`src/sv/jsonl_block_id_extractor_macros.svh`:
```
// ----------------------------------------------------------------------------
// Assertion macros for the block-id extractor
// Concurrent checks clocked on clk, disabled while arst_n is low.
// ----------------------------------------------------------------------------
`ifndef JSONL_BLOCK_ID_EXTRACTOR_MACROS_SVH
`define JSONL_BLOCK_ID_EXTRACTOR_MACROS_SVH

`ifndef NO_ASSERTIONS

// property holds at every edge
`define JBIE_ASSERT(lbl, prop) \
	lbl: assert property (@(posedge clk) disable iff (!arst_n) (prop)) \
		else $error("assertion failed");

// antecedent implies consequent on the next edge
`define JBIE_ASSERT_NEXT(lbl, ante, cons) \
	lbl: assert property (@(posedge clk) disable iff (!arst_n) (ante) |=> (cons)) \
		else $error("assertion failed");

`else

`define JBIE_ASSERT(lbl, prop)
`define JBIE_ASSERT_NEXT(lbl, ante, cons)

`endif

`endif

```
`src/sv/jbie_pkg.sv`:
```
// ----------------------------------------------------------------------------
// jbie_pkg
// Shared types, constants and helper functions of the block-id extractor.
// ----------------------------------------------------------------------------
package jbie_pkg;

	localparam int unsigned QueueDepth = 4;
	localparam int unsigned AddrW      = 3;

	localparam logic [63:0] Golden = 64'h0000_0000_9E37_79B9;
	localparam logic [3:0]  KeyLen = 4'd10;

	// register index as seen in paddr[2]
	localparam logic RegHashMode = 1'b0;

	localparam logic [7:0] ChNul     = 8'h00;
	localparam logic [7:0] ChTab     = 8'h09;
	localparam logic [7:0] ChNewline = 8'h0A;
	localparam logic [7:0] ChVtab    = 8'h0B;
	localparam logic [7:0] ChFfeed   = 8'h0C;
	localparam logic [7:0] ChCr      = 8'h0D;
	localparam logic [7:0] ChSpace   = 8'h20;
	localparam logic [7:0] ChQuote   = 8'h22;
	localparam logic [7:0] ChComma   = 8'h2C;
	localparam logic [7:0] ChZero    = 8'h30;
	localparam logic [7:0] ChNine    = 8'h39;
	localparam logic [7:0] ChColon   = 8'h3A;
	localparam logic [7:0] ChLbrack  = 8'h5B;

	typedef enum logic [2:0] {
		PH_SEARCH,
		PH_COLON,
		PH_BRACKET,
		PH_LIST,
		PH_BLANK,
		PH_SKIP
	} phase_t;

	// one queued command for the back end
	typedef struct packed {
		logic        start;   // list opened
		logic        close;   // element complete, value valid
		logic        fin;     // list ended
		logic [63:0] value;
	} evt_t;

	function automatic logic [7:0] key_char(input logic [3:0] pos);
		logic [7:0] ch;
		unique case (pos)
			4'd0:    ch = ChQuote;
			4'd1:    ch = 8'h68; // h
			4'd2:    ch = 8'h61; // a
			4'd3:    ch = 8'h73; // s
			4'd4:    ch = 8'h68; // h
			4'd5:    ch = 8'h5F; // _
			4'd6:    ch = 8'h69; // i
			4'd7:    ch = 8'h64; // d
			4'd8:    ch = 8'h73; // s
			4'd9:    ch = ChQuote;
			default: ch = ChNul;
		endcase
		return ch;
	endfunction

	function automatic logic is_digit(input logic [7:0] c);
		return (c >= ChZero) && (c <= ChNine);
	endfunction

	function automatic logic is_pre_blank(input logic [7:0] c);
		return (c == ChTab) || (c == ChVtab) || (c == ChFfeed) || (c == ChCr);
	endfunction

	// acc*10 + digit, saturating at all ones
	function automatic logic [63:0] acc_step(input logic [63:0] acc, input logic [7:0] c);
		logic [67:0] prod;
		prod = {1'b0, acc, 3'b000} + {3'b000, acc, 1'b0} + {64'd0, c[3:0]};
		return (|prod[67:64]) ? {64{1'b1}} : prod[63:0];
	endfunction

	function automatic logic [63:0] hash_step(input logic [63:0] h, input logic [63:0] v);
		return h ^ (v + Golden + {h[57:0], 6'd0} + {2'd0, h[63:2]});
	endfunction

endpackage

```
`src/sv/jbie_front.sv`:
```
// ----------------------------------------------------------------------------
// jbie_front
// Byte classifier and line parser: key search, list syntax and decimal
// accumulation. Emits start/close/end commands toward the back end.
// ----------------------------------------------------------------------------
module jbie_front (
	input  logic                 clk,
	input  logic                 arst_n,
	input  logic                 accept,
	input  logic [7:0]           char_byte,
	input  logic                 end_of_trace,
	output logic                 push,
	output jbie_pkg::evt_t       ev
);

	jbie_pkg::phase_t phase_q, phase_d;
	logic [3:0]  key_pos_q, key_pos_d;
	logic [63:0] acc_q, acc_d;
	logic        digit_q, digit_d;

	logic       eol;
	logic       c_digit, c_pre, c_space;
	logic       key_hit;

	assign eol     = end_of_trace || (char_byte == jbie_pkg::ChNewline);
	assign c_digit = jbie_pkg::is_digit(char_byte);
	assign c_pre   = jbie_pkg::is_pre_blank(char_byte);
	assign c_space = (char_byte == jbie_pkg::ChSpace);
	assign key_hit = (char_byte == jbie_pkg::key_char(key_pos_q));

	// next state
	always_comb begin
		phase_d = phase_q;
		if (eol) begin
			phase_d = jbie_pkg::PH_SEARCH;
		end else begin
			unique case (phase_q)
				jbie_pkg::PH_SEARCH: begin
					if (char_byte == jbie_pkg::ChNul)
						phase_d = jbie_pkg::PH_SKIP;
					else if (key_hit && key_pos_q == jbie_pkg::KeyLen - 4'd1)
						phase_d = jbie_pkg::PH_COLON;
				end
				jbie_pkg::PH_COLON: begin
					if (char_byte == jbie_pkg::ChColon)
						phase_d = jbie_pkg::PH_BRACKET;
					else if (!(c_space || char_byte == jbie_pkg::ChTab))
						phase_d = jbie_pkg::PH_SKIP;
				end
				jbie_pkg::PH_BRACKET: begin
					if (char_byte == jbie_pkg::ChLbrack)
						phase_d = jbie_pkg::PH_LIST;
					else if (!(c_space || char_byte == jbie_pkg::ChTab))
						phase_d = jbie_pkg::PH_SKIP;
				end
				jbie_pkg::PH_LIST: begin
					priority if (digit_q && c_digit)
						phase_d = jbie_pkg::PH_LIST;
					else if (c_space || char_byte == jbie_pkg::ChComma)
						phase_d = jbie_pkg::PH_LIST;
					else if (c_pre)
						phase_d = jbie_pkg::PH_BLANK;
					else if (c_digit)
						phase_d = jbie_pkg::PH_LIST;
					else
						phase_d = jbie_pkg::PH_SKIP;
				end
				jbie_pkg::PH_BLANK: begin
					if (c_digit)
						phase_d = jbie_pkg::PH_LIST;
					else if (!(c_space || c_pre))
						phase_d = jbie_pkg::PH_SKIP;
				end
				jbie_pkg::PH_SKIP: phase_d = jbie_pkg::PH_SKIP;
				default:           phase_d = jbie_pkg::PH_SKIP;
			endcase
		end
	end

	// outputs and datapath
	always_comb begin
		ev        = '0;
		key_pos_d = key_pos_q;
		acc_d     = acc_q;
		digit_d   = digit_q;
		if (eol) begin
			if (phase_q == jbie_pkg::PH_LIST || phase_q == jbie_pkg::PH_BLANK) begin
				ev.close = digit_q;
				ev.value = acc_q;
				ev.fin   = 1'b1;
			end
			key_pos_d = '0;
			acc_d     = '0;
			digit_d   = 1'b0;
		end else begin
			unique case (phase_q)
				jbie_pkg::PH_SEARCH: begin
					if (char_byte != jbie_pkg::ChNul) begin
						if (key_hit)
							key_pos_d = (key_pos_q == jbie_pkg::KeyLen - 4'd1) ?
								4'd0 : key_pos_q + 4'd1;
						else
							key_pos_d = (char_byte == jbie_pkg::ChQuote) ? 4'd1 : 4'd0;
					end
				end
				jbie_pkg::PH_BRACKET: begin
					if (char_byte == jbie_pkg::ChLbrack) begin
						ev.start = 1'b1;
						acc_d    = '0;
						digit_d  = 1'b0;
					end
				end
				jbie_pkg::PH_LIST: begin
					if (digit_q && c_digit) begin
						acc_d = jbie_pkg::acc_step(acc_q, char_byte);
					end else begin
						if (digit_q) begin
							ev.close = 1'b1;
							ev.value = acc_q;
							acc_d    = '0;
							digit_d  = 1'b0;
						end
						priority if (c_space || char_byte == jbie_pkg::ChComma || c_pre) begin
							// separator or leading blank
						end else if (c_digit) begin
							acc_d   = jbie_pkg::acc_step('0, char_byte);
							digit_d = 1'b1;
						end else begin
							ev.fin = 1'b1;
						end
					end
				end
				jbie_pkg::PH_BLANK: begin
					if (c_digit) begin
						acc_d   = jbie_pkg::acc_step('0, char_byte);
						digit_d = 1'b1;
					end else if (!(c_space || c_pre)) begin
						ev.fin = 1'b1;
					end
				end
				jbie_pkg::PH_COLON, jbie_pkg::PH_SKIP: begin
				end
				default: begin
				end
			endcase
		end
	end

	assign push = accept && (ev.start || ev.close || ev.fin);

	always_ff @(posedge clk or negedge arst_n) begin
		if (!arst_n) begin
			phase_q   <= jbie_pkg::PH_SEARCH;
			key_pos_q <= '0;
			acc_q     <= '0;
			digit_q   <= 1'b0;
		end else if (accept) begin
			phase_q   <= phase_d;
			key_pos_q <= key_pos_d;
			acc_q     <= acc_d;
			digit_q   <= digit_d;
		end
	end

endmodule

```
`src/sv/jbie_fifo.sv`:
```
// ----------------------------------------------------------------------------
// jbie_fifo
// Small command queue between the parser and the id/hash back end.
// ----------------------------------------------------------------------------
`include "jsonl_block_id_extractor_macros.svh"

module jbie_fifo #(
	parameter int unsigned Depth = jbie_pkg::QueueDepth
) (
	input  logic           clk,
	input  logic           arst_n,
	input  logic           push,
	input  jbie_pkg::evt_t push_data,
	output logic           full,
	input  logic           pop,
	output logic           head_valid,
	output jbie_pkg::evt_t head_data
);

	localparam int unsigned PtrW = (Depth > 1) ? $clog2(Depth) : 1;
	localparam int unsigned CntW = $clog2(Depth + 1);

	jbie_pkg::evt_t mem_q [Depth];
	logic [PtrW-1:0] wr_ptr_q, rd_ptr_q;
	logic [CntW-1:0] count_q;

	assign full       = (count_q == CntW'(Depth));
	assign head_valid = (count_q != '0);
	assign head_data  = mem_q[rd_ptr_q];

	always_ff @(posedge clk) begin
		if (push)
			mem_q[wr_ptr_q] <= push_data;
	end

	always_ff @(posedge clk or negedge arst_n) begin
		if (!arst_n) begin
			wr_ptr_q <= '0;
			rd_ptr_q <= '0;
			count_q  <= '0;
		end else begin
			if (push)
				wr_ptr_q <= (wr_ptr_q == PtrW'(Depth - 1)) ? '0 : wr_ptr_q + 1'b1;
			if (pop)
				rd_ptr_q <= (rd_ptr_q == PtrW'(Depth - 1)) ? '0 : rd_ptr_q + 1'b1;
			if (push && !pop)
				count_q <= count_q + 1'b1;
			else if (pop && !push)
				count_q <= count_q - 1'b1;
		end
	end

	`JBIE_ASSERT(a_no_push_full, !(push && full))
	`JBIE_ASSERT(a_no_pop_empty, !(pop && !head_valid))
	`JBIE_ASSERT(a_count_bound, count_q <= CntW'(Depth))

endmodule

```
`src/sv/jbie_back.sv`:
```
// ----------------------------------------------------------------------------
// jbie_back
// Executes queued commands: rolling hash, one-element hold-back for the
// last-block mark, request counter, and the output register.
// ----------------------------------------------------------------------------
`include "jsonl_block_id_extractor_macros.svh"

module jbie_back (
	input  logic           clk,
	input  logic           arst_n,
	input  logic           hash_mode,
	input  logic           head_valid,
	input  jbie_pkg::evt_t head_data,
	output logic           pop,
	output logic           block_valid,
	input  logic           block_stall,
	output logic [63:0]    block_id,
	output logic [31:0]    request_index,
	output logic           last_block
);

	logic [63:0] hash_q;
	logic        first_q;
	logic [63:0] pend_q;
	logic        pend_valid_q;
	logic [31:0] count_q;
	logic        close_done_q;

	logic        out_valid_q;
	logic [63:0] out_id_q;
	logic [31:0] out_req_q;
	logic        out_last_q;

	logic        adv, do_start, do_close, do_fin, emit;
	logic [63:0] hash_next, id;

	assign adv      = head_valid && (!out_valid_q || !block_stall);
	assign do_start = head_data.start;
	assign do_close = !head_data.start && head_data.close && !close_done_q;
	assign do_fin   = !head_data.start && !do_close && head_data.fin;
	assign emit     = adv && (do_close || do_fin) && pend_valid_q;
	// an element that also ends the list takes a second pass
	assign pop      = adv && !(do_close && head_data.fin);

	assign hash_next = first_q ? head_data.value : jbie_pkg::hash_step(hash_q, head_data.value);
	assign id        = hash_mode ? hash_next : head_data.value;

	always_ff @(posedge clk or negedge arst_n) begin
		if (!arst_n) begin
			hash_q       <= '0;
			first_q      <= 1'b1;
			pend_q       <= '0;
			pend_valid_q <= 1'b0;
			count_q      <= '0;
			close_done_q <= 1'b0;
			out_valid_q  <= 1'b0;
		end else begin
			if (emit)
				out_valid_q <= 1'b1;
			else if (!block_stall)
				out_valid_q <= 1'b0;
			if (adv) begin
				if (do_start) begin
					hash_q       <= '0;
					first_q      <= 1'b1;
					pend_valid_q <= 1'b0;
				end else if (do_close) begin
					if (hash_mode)
						hash_q <= hash_next;
					first_q      <= 1'b0;
					pend_q       <= id;
					pend_valid_q <= 1'b1;
					close_done_q <= head_data.fin;
				end else begin
					close_done_q <= 1'b0;
					if (pend_valid_q) begin
						count_q      <= count_q + 32'd1;
						pend_valid_q <= 1'b0;
					end
				end
			end
		end
	end

	always_ff @(posedge clk) begin
		if (emit) begin
			out_id_q   <= pend_q;
			out_req_q  <= count_q;
			out_last_q <= do_fin;
		end
	end

	assign block_valid   = out_valid_q;
	assign block_id      = out_id_q;
	assign request_index = out_req_q;
	assign last_block    = out_last_q;

	`JBIE_ASSERT_NEXT(a_fin_clears_pending, adv && do_fin && pend_valid_q,
		!pend_valid_q && out_valid_q && out_last_q)
	`JBIE_ASSERT_NEXT(a_close_sets_pending, adv && do_close, pend_valid_q)
	`JBIE_ASSERT(a_split_entry_held, !close_done_q || head_valid)

endmodule

```
`src/sv/jsonl_block_id_extractor.sv`:
```
// ----------------------------------------------------------------------------
// jsonl_block_id_extractor
// Extracts the id list elements from a line-oriented JSON byte stream.
// ----------------------------------------------------------------------------
// The block takes one trace byte per cycle, sustained, as long as its
// command queue has room. Each byte is parsed by the front parser; list
// events go through a queue of QueueDepth entries to the back end, which
// runs one 64-bit hash combine per cycle while the output is not stalled
// and holds back one id so the last id of each request carries last_block.
// An element that closes together with its list takes a close pass and an
// end pass in the back end; results wait while the output is stalled.
// hash_mode sits at byte address 0 (bit 0, reset 1) and should only be
// written while the block is idle.
module jsonl_block_id_extractor #(
	parameter int unsigned QueueDepth = jbie_pkg::QueueDepth
) (
	input  logic                         clk,
	input  logic                         arst_n,

	input  logic                         byte_valid,
	output logic                         byte_stall,
	input  logic [7:0]                   char_byte,
	input  logic                         end_of_trace,

	output logic                         block_valid,
	input  logic                         block_stall,
	output logic [63:0]                  block_id,
	output logic [31:0]                  request_index,
	output logic                         last_block,

	input  logic                         psel,
	input  logic                         penable,
	input  logic                         pwrite,
	input  logic [jbie_pkg::AddrW-1:0]   paddr,
	input  logic [31:0]                  pwdata,
	output logic [31:0]                  prdata,
	output logic                         pready
);

	logic           hash_mode_q;
	logic           accept;
	logic           push, full, pop, head_valid;
	jbie_pkg::evt_t ev, head_data;

	assign pready = 1'b1;
	assign prdata = (paddr[2] == jbie_pkg::RegHashMode) ? {31'd0, hash_mode_q} : 32'd0;

	always_ff @(posedge clk or negedge arst_n) begin
		if (!arst_n)
			hash_mode_q <= 1'b1;
		else if (psel && penable && pwrite && pready && paddr[2] == jbie_pkg::RegHashMode)
			hash_mode_q <= pwdata[0];
	end

	assign byte_stall = full;
	assign accept     = byte_valid && !full;

	jbie_front u_front (
		.clk          (clk),
		.arst_n       (arst_n),
		.accept       (accept),
		.char_byte    (char_byte),
		.end_of_trace (end_of_trace),
		.push         (push),
		.ev           (ev)
	);

	jbie_fifo #(
		.Depth (QueueDepth)
	) u_fifo (
		.clk        (clk),
		.arst_n     (arst_n),
		.push       (push),
		.push_data  (ev),
		.full       (full),
		.pop        (pop),
		.head_valid (head_valid),
		.head_data  (head_data)
	);

	jbie_back u_back (
		.clk           (clk),
		.arst_n        (arst_n),
		.hash_mode     (hash_mode_q),
		.head_valid    (head_valid),
		.head_data     (head_data),
		.pop           (pop),
		.block_valid   (block_valid),
		.block_stall   (block_stall),
		.block_id      (block_id),
		.request_index (request_index),
		.last_block    (last_block)
	);

endmodule
```
`config.mk`:
```
export PLATFORM = sky130hd
export DESIGN_NAME = jsonl_block_id_extractor
export DESIGN_NICKNAME = d
export VERILOG_FILES = /design/src/sv/jbie_pkg.sv /design/src/sv/jbie_front.sv /design/src/sv/jbie_fifo.sv /design/src/sv/jbie_back.sv /design/src/sv/jsonl_block_id_extractor.sv
export VERILOG_INCLUDE_DIRS = /design/src /design/src/sv
export SDC_FILE = /design/constraint.sdc
export NUM_CORES = 1
export LEC_CHECK = 0
export CAP_MARGIN = 20
export CORE_MARGIN = 2
export CORE_UTILIZATION = 55
export DETAILED_ROUTE_END_ITERATION = 7
export DONT_BUFFER_PORTS = 1
export GPL_TIMING_DRIVEN = 0
export PLACE_DENSITY = 0.77
export SETUP_SLACK_MARGIN = 0.05
export SLEW_MARGIN = 0
export SYNTH_ARGS = -nofsm -noshare
export SYNTH_HDL_FRONTEND = slang
export SYNTH_SLANG_ARGS = --single-unit
export TNS_END_PERCENT = 100
```
`constraint.sdc`:
```
create_clock -name clk -period 7.68 [get_ports clk]
set_input_delay 1.536 -clock clk [delete_from_list [all_inputs] [get_ports clk]]
set_output_delay 1.536 -clock clk [all_outputs]
set_load 0.03 [all_outputs]
```
==> impl_metrics.csv, run 1 <==
group,metric,value,unit
worst_setup_path,crit_buf_inv,4,
routing,routed_wl,98610,um
timing,worst_clock_skew,0.01348,ns
global_routing,antenna_found_initial,0,
synth,syn_area,36890,um^2
worst_setup_path,end_kind,"register",
floorplan,die_w,263.0,um
routing,drt_first_pass_iters,6,
worst_setup_path,cp_slowest_cell,"clkbuf_1",
timing,finalSetupViolCount,0,
floorplan,die_h,263.0,um
synth,synth_edf_count,365,
cts,clk_pin_slew,0.07,ns
run_status,status,"finished clean",
routing,num_vias,27140,
worst_setup_path,path_cells,"clkbuf_1 -> clkbuf_1 -> clkbuf_1 -> mux4_2 -> ha_1 -> ha_1 -> ha_1 -> inv_1 -> fa_1 -> nand2b_1 -> a21oi_1 -> o21bai_1 -> a21oi_1 -> a311oi_1 -> o21ai_0 -> a21boi_0 -> o21ai_0 -> xnor2_1 -> o21ai_0",
global_routing,grt_usage,28.16,%
worst_setup_path,path_class,"register to register",
synth,ys_seq_area_share,46.27,%
synth,async_flop_share,40.07,%
placed_design,gp_congestion,0.9861,
worst_setup_path,critPathRequiredTime,8.17,ns
cts,h-tree-depth,2,
global_routing,grt_pass1_wl,152500,um
routing,viasPerCell,6.220,
synth,syn_area_per_cell,11.01,um^2
routing,ant_nets,0,
global_routing,grt_max_degree,245,
cts,clk_latency,0.63,ns
cts,tritoncts,"built",
routing,wl_per_cell,22.60,um
finish,postLayoutCellArea,40280,um^2
worst_setup_path,cp.arrival,7.92,ns
timing,finalHoldViolations,0,
timing,worst_pin_slew,1.077,ns
routing,drt_iter0_markers,2700,
synth,ys_ff_latch,609,
cts,cts_buffers,58,
synth,ys_types,101,
job,cap_violations,0,
floorplan,die-area,69160,um^2
global_routing,grt_overflow_total,0,
placed_design,placed_cell_area,38260,um^2
floorplan,core_area,66100,um^2
floorplan,num_rows,94,
finish,fin_nets,3829,
synth,synthFlopType,"edfxtp_1",
finish,utilization,60.94,%
worst_setup_path,cp_top_family,"compound AO/OA/AOI/OAI gates",
worst_setup_path,slowest_delay,0.83,ns
min_path,holdCritPathClass,"register to register",
floorplan,num_io_pins,183,
timing,max_clock_freq,134.5,MHz
finish,final_common_cell,"edfxtp_1",
worst_setup_path,r2r.worst_path.cells,19,
timing,period_minus_slack,7.434,ns
cts,cts-root-buf,"clkbuf_16",
routing,drc,0,
floorplan,initial_utilization,55.81,%
cts,cts.sinks,609,
global_routing,first_global_vias,26410,
placed_design,place_ws,0.1083,ns
timing,fin_crit_sh,96.80,%
finish,area_growth,9.181,%
finish,fillers,5168,
timing,rsz0062_at_grt,"false",
placed_design,dp_hpwl,73930,um
finish,final_cell_mix,"edfxtp_1, nand2_1, ha_1, dfrtp_1, a21oi_1",
finish,antenna_cells,0,
placed_design,io_buffers,0,
finish,drive_gt1_share,9.114,%
synth,ys_warn_count,0,
timing,final_max_slew_viol_count,0,
worst_setup_path,cp_num_cells,19,
synth,syn_inst,3351,
timing,worst_slack,0.2459,ns
min_path,whs_path_depth,0,
worst_setup_path,crit_path_max_fanout,10,
worst_setup_path,critPathLaunchType,"register",
cts,cts_max_path_buffers,3,
timing,maxSlewHeadroom,28.19,%
state kept, by name, indices dropped and copies added (netlist names):
signal,count
u_front.acc_q,64
u_back.hash_q,64
u_back.block_id,64
u_fifo.wr_ptr_q,2
u_back.pend_valid_q,1
u_fifo.rd_ptr_q,2
u_back.pend_q,64
u_back.first_q,1
u_fifo.count_q,3
u_front.key_pos_q,4
u_front.phase_q,3
u_front.digit_q,1
u_back.block_valid,1
u_back.count_q,32
u_back.last_block,1
u_back.request_index,32
hash_mode_q,1
u_fifo.mem_q,268
u_back.close_done_q,1
logic make-up (layout without fill, tap and decap cells):
| family | count (synthesis) | after routing | synth area share, % |
|---|---|---|---|
| DFF | 609 | 609 | 46.27 |
| adders and majority gates | 328 | 328 | 12.35 |
| buffers and inverters | 375 | 494 | 4.311 |
| muxes | 108 | 108 | 5.216 |
| AOI/OAI and AO/OA | 865 | 865 | 15.43 |
| other | 2 | 32 | 0.02036 |
| and+or+nand+nor | 856 | 856 | 11.47 |
| xor gates and xnor gates | 208 | 208 | 4.938 |
synthesized netlist by cell type (12+ instances only):
cell type  count  share of area [%]
a211oi_1      29               0.59
a21o_1        73                1.5
a21oi_1      210                2.8
a22o_1        17               0.40
a22oi_1       54                1.1
a31oi_1       20               0.34
and2_1        81                1.4
and3_1        25               0.42
and4_1        12               0.28
buf_1         17               0.17
buf_2         14               0.19
buf_4         33               0.67
clkbuf_1     131                1.3
dfrtp_1      242                 16
edfxtp_1     365                 30
fa_1          60                3.3
ha_1         268                9.1
inv_1        170                1.7
mux2i_1       30               0.81
mux4_2        66                4.0
nand2_1      312                3.2
nand2b_1      24               0.41
nand3_1       46               0.62
nand4_1       51               0.86
nor2_1       153                1.6
nor2b_1       15               0.25
nor3_1        44               0.60
nor3b_1       25               0.51
nor4_1        12               0.20
o211ai_1      35               0.71
o21a_1        22               0.45
o21ai_0      203                2.8
o21ai_1       14               0.19
o21ai_2       25               0.59
o21bai_1      23               0.47
or3_1         12               0.20
xnor2_1      150                3.6
xor2_1        58                1.4
layout make-up:
type | instances | area [um^2] | area share (%)
timing repair buffer | 9 | 181.4 | 0.4504
buffer | 203 | 945.9 | 2.348
tap | 864 | 1081 | 2.684
multi-input combinational | 2397 | 18360 | 45.59
clock buffer | 75 | 1618 | 4.017
sequential | 609 | 17070 | 42.38
clock inverter | 35 | 375.4 | 0.9319
inverter | 172 | 645.6 | 1.603
per-layer routing:
layer | GRT usage (%) | routed length [um]
met1 | 37.62 | 40520
met2 | 46.17 | 46490
met3 | 4.443 | 7473
met4 | 11.46 | 4130
met5 | 0 | 0
worst paths after layout:
path	slack, ns	endpoint	startpoint
min in group asynchronous	0.61	u_front.key_pos_q[0]$_DFFE_PN0P_	arst_n
hold / removal	0.45	u_back.block_id[57]$_DFFE_PP_	u_back.pend_q[57]$_DFFE_PN0P_
setup reg to reg	0.25	u_back.hash_q[62]$_DFFE_PN0P_	u_fifo.rd_ptr_q[1]$_DFFE_PN0P_
max in group asynchronous	6.52	u_back.pend_q[43]$_DFFE_PN0P_	arst_n
setup / recovery	0.25	u_back.hash_q[62]$_DFFE_PN0P_	u_fifo.rd_ptr_q[1]$_DFFE_PN0P_
hold reg to reg	0.45	u_back.block_id[57]$_DFFE_PP_	u_back.pend_q[57]$_DFFE_PN0P_
worst register-to-register path: cells and delay by family, from the launching register on:
kind / cells / cell delay, ns
buf+inv: 4 / 1.87
xor+xnor: 1 / 0.21
compound gates: 8 / 2.97
mux: 1 / 0.53
flops: 1 / 0.37
simple gates: 1 / 0.19
fa+ha+maj: 4 / 1.16
stage by stage:
stage / hold WS [ns] / setup TNS (ns) / std cells
after floorplan: 0.4197 / 0 / 3381
after global placement: 0.4306 / -69.98 / 4245
after detailed placement: 0.4338 / 0 / 4252
after CTS: 0.4511 / 0 / 4362
after global routing: 0.4578 / 0 / 4364
final: 0.4477 / 0 / 4364
timing repair:
item / CTS / global route
endpoints found under the hold margin: 0 / 0
hold buffers: 0 / 0
resized for setup: 1 / 0
endpoints found under the setup margin: 4 / 0
buffers inserted: 0 / 0
Power of run 1 is not shown: default switching activity piles up to over one toggle a cycle in this logic, so the estimate is an artifact.
==> inputs of run 2 (changes only) <==
--- a/config.mk
+++ b/config.mk
@@ -6,6 +6,7 @@
 export SDC_FILE = /design/constraint.sdc
 export NUM_CORES = 1
 export LEC_CHECK = 0
+export ABC_AREA = 1
 export CAP_MARGIN = 20
 export CORE_MARGIN = 2
 export CORE_UTILIZATION = 55
@@ -14,7 +15,7 @@
 export GPL_TIMING_DRIVEN = 0
 export PLACE_DENSITY = 0.77
 export SETUP_SLACK_MARGIN = 0.05
-export SLEW_MARGIN = 0
+export SLEW_MARGIN = 5
 export SYNTH_ARGS = -nofsm -noshare
 export SYNTH_HDL_FRONTEND = slang
 export SYNTH_SLANG_ARGS = --single-unit
==> impl_metrics.csv, run 2 <==
group,metric,value,unit
power_and_ir_drop,p_leak,20.14,nW
floorplan,die_w,272.8,um
placed_design,placed_cell_area,41270,um^2
floorplan,core_area,71490,um^2
cts,cts_max_path_buffers,3,
synth,yosys.area.top_type_share,27.58,%
timing,rsz0062_at_grt,"false",
cts,clk_latency,0.66,ns
routing,wl_per_cell,20.41,um
synth,synth.most_common_cell,"nand2_1",
timing,timing.hold.ws,0.4228,ns
floorplan,initial_utilization,55.59,%
cts,cts_resized,0,
timing,period_minus_slack,6.221,ns
placed_design,gp_congestion,1.029,
finish,fin_nets,5297,
synth,syn_area_per_cell,8.250,um^2
synth,ys_seq_area_share,42.95,%
synth,synth_top_area_cell,"edfxtp_1",
cts,cts_buffers,60,
floorplan,num_io_pins,183,
timing,maxSlewHeadroom,22.15,%
global_routing,grt_max_degree,245,
synth,syn_area,39740,um^2
routing,routed_wl,120800,um
finish,largest_register_ff_count,268,
routing,drc,0,
timing,fin_crit_sh,81.00,%
synth,async_flop_share,40.07,%
global_routing,grt_overflow_total,0,
finish,area_growth,9.257,%
run_status,status,"finished clean",
routing,viasPerCell,5.626,
cts,postCtsSetupRepairBufs,0,
finish,finalNonFillerCells,5920,
power_and_ir_drop,p_total,22.02,mW
worst_setup_path,end_kind,"register",
global_routing,first_global_vias,32280,
synth,synthFlopType,"edfxtp_1",
power_and_ir_drop,vdd_ir_drop_max,412.7,uV
power_and_ir_drop,cellPowerDensity,507.1,nW/um^2
routing,drt_iter0_markers,3185,
worst_setup_path,cp.arrival,6.69,ns
finish,drive_gt1_share,5.755,%
timing,max_clock_freq,160.7,MHz
floorplan,num_rows,98,
synth,ys_types,64,
routing,num_vias,33310,
cts,clk_pin_slew,0.07,ns
placed_design,dpl.cell_count,5806,
min_path,holdCritPathClass,"register to register",
finish,final_cell_mix,"nand2_1, inv_1, nor2_1, edfxtp_1, a21oi_1",
routing,drt_first_pass_iters,6,
cts,cts_hold_buf,0,
synth,synth_edf_count,365,
global_routing,grt_usage,32.23,%
timing,final_max_slew_viol_count,0,
cts,cts.sinks,609,
synth,ys_warn_count,0,
job,cap_violations,0,
global_routing,antenna_found_initial,1,
floorplan,die_h,272.8,um
timing,finalSetupViolCount,0,
worst_setup_path,path_class,"register to register",
routing,ant_nets,0,
finish,final_common_cell,"nand2_1",
cts,cts-root-buf,"clkbuf_16",
cts,h-tree-depth,2,
placed_design,io_buffers,0,
finish,antenna_cells,0,
synth,synth_area_leaders,"edfxtp_1, dfrtp_1, nand2_1",
placed_design,dp_hpwl,94940,um
synth,synth_commonest_cells,"nand2_1, inv_1, nor2_1",
worst_setup_path,crit_path_max_fanout,10,
timing,finalHoldViolations,0,
floorplan,die-area,74420,um^2
cts,tritoncts,"built",
placed_design,place_ws,1.764,ns
finish,top_register,"u_fifo.mem_q",
synth,syn_inst,4817,
timing,worst_pin_slew,1.168,ns
timing,worst_clock_skew,0.04254,ns
global_routing,grt_pass1_wl,182700,um
timing,worst_slack,1.459,ns
finish,postLayoutCellArea,43420,um^2
worst_setup_path,critPathRequiredTime,8.14,ns
synth,ys_ff_latch,609,
worst_setup_path,critPathLaunchType,"register",
## run 2: worst paths after layout
kind | slack, ns | end | cells past startpoint | from
setup / recovery | 1.46 | u_back.pend_q[41]$_DFFE_PN0P_ | 20 | u_fifo.rd_ptr_q[0]$_DFFE_PN0P_
hold / removal | 0.42 | u_back.block_id[38]$_DFFE_PP_ | 0 | u_back.pend_q[38]$_DFFE_PN0P_
setup reg to reg | 1.46 | u_back.pend_q[41]$_DFFE_PN0P_ | 20 | u_fifo.rd_ptr_q[0]$_DFFE_PN0P_
hold reg to reg | 0.42 | u_back.block_id[38]$_DFFE_PP_ | 0 | u_back.pend_q[38]$_DFFE_PN0P_
max in group asynchronous | 6.15 | u_front.acc_q[3]$_DFFE_PN0P_ | 0 | arst_n
min in group asynchronous | 0.59 | u_back.hash_q[14]$_DFFE_PN0P_ | 0 | arst_n
## run 2: area by class of cell
type	instances	area [um^2]
inverters	613	2305
well taps	950	1189
fillers	6230	28070
plain buffers	168	872.1
multi-input cells	3457	19640
flip-flops and latches	609	17070
clock buffers	81	1682
clock inverters	33	467.9
repair buffers	9	195.2
## run 2: per-layer routing
metal  vias to the layer above  global-route usage [%]  wire length, um
met5                         -                       0                0
met4                         0                   15.56             6127
met3                       266                   5.131             9732
met2                      1398                   51.64            55050
met1                     15590                   42.86            49920
li1                      16050                       -                -
## run 2: cells by family (layout without fill, tap and decap cells)
group / count (synthesis) / after routing / share of synthesized area [%]
and+or+nand+nor: 2147 / 2147 / 22.21
buffers and inverters: 781 / 904 / 7.988
AOI/OAI and AO/OA: 768 / 768 / 11.35
DFF: 609 / 609 / 42.95
adders and majority gates: 328 / 328 / 11.46
xor gates and xnor gates: 181 / 181 / 3.989
other: 2 / 32 / 0.01890
muxes: 1 / 1 / 0.02833
## run 2: worst max-delay path, cell delays in order, from the launching register on
cell and delay [ns]:
dfrtp_1 0.39, buf_4 0.19, inv_2 0.17, clkbuf_1 0.42, clkbuf_1 0.56, nand2_1 0.11, a32oi_1 0.65, inv_1 0.18
fa_1 0.57, inv_1 0.04, ha_1 0.28, ha_1 0.37, a21oi_1 0.24, o21a_1 0.20, o21a_1 0.20, nor2_1 0.06
nor2_1 0.24, nand3_1 0.19, xor2_1 0.17, o21ai_0 0.64, nand3_1 0.13
## run 2: power by group
group / switching [mW] / total [mW] / internal (mW)
logic: 9.47 / 14.1 / 4.67
registers: 0.598 / 4.71 / 4.11
clock network: 1.31 / 3.17 / 1.85
## run 2: through the flow
stage                     TNS (ns)  util [%]
after floorplan                  0         -
after global placement     -163.23     57.41
after detailed placement         0     57.73
after CTS                        0     60.74
after global routing             0     60.74
final                            0     60.74
No activity file was read; power rests on OpenSTA's default activity.
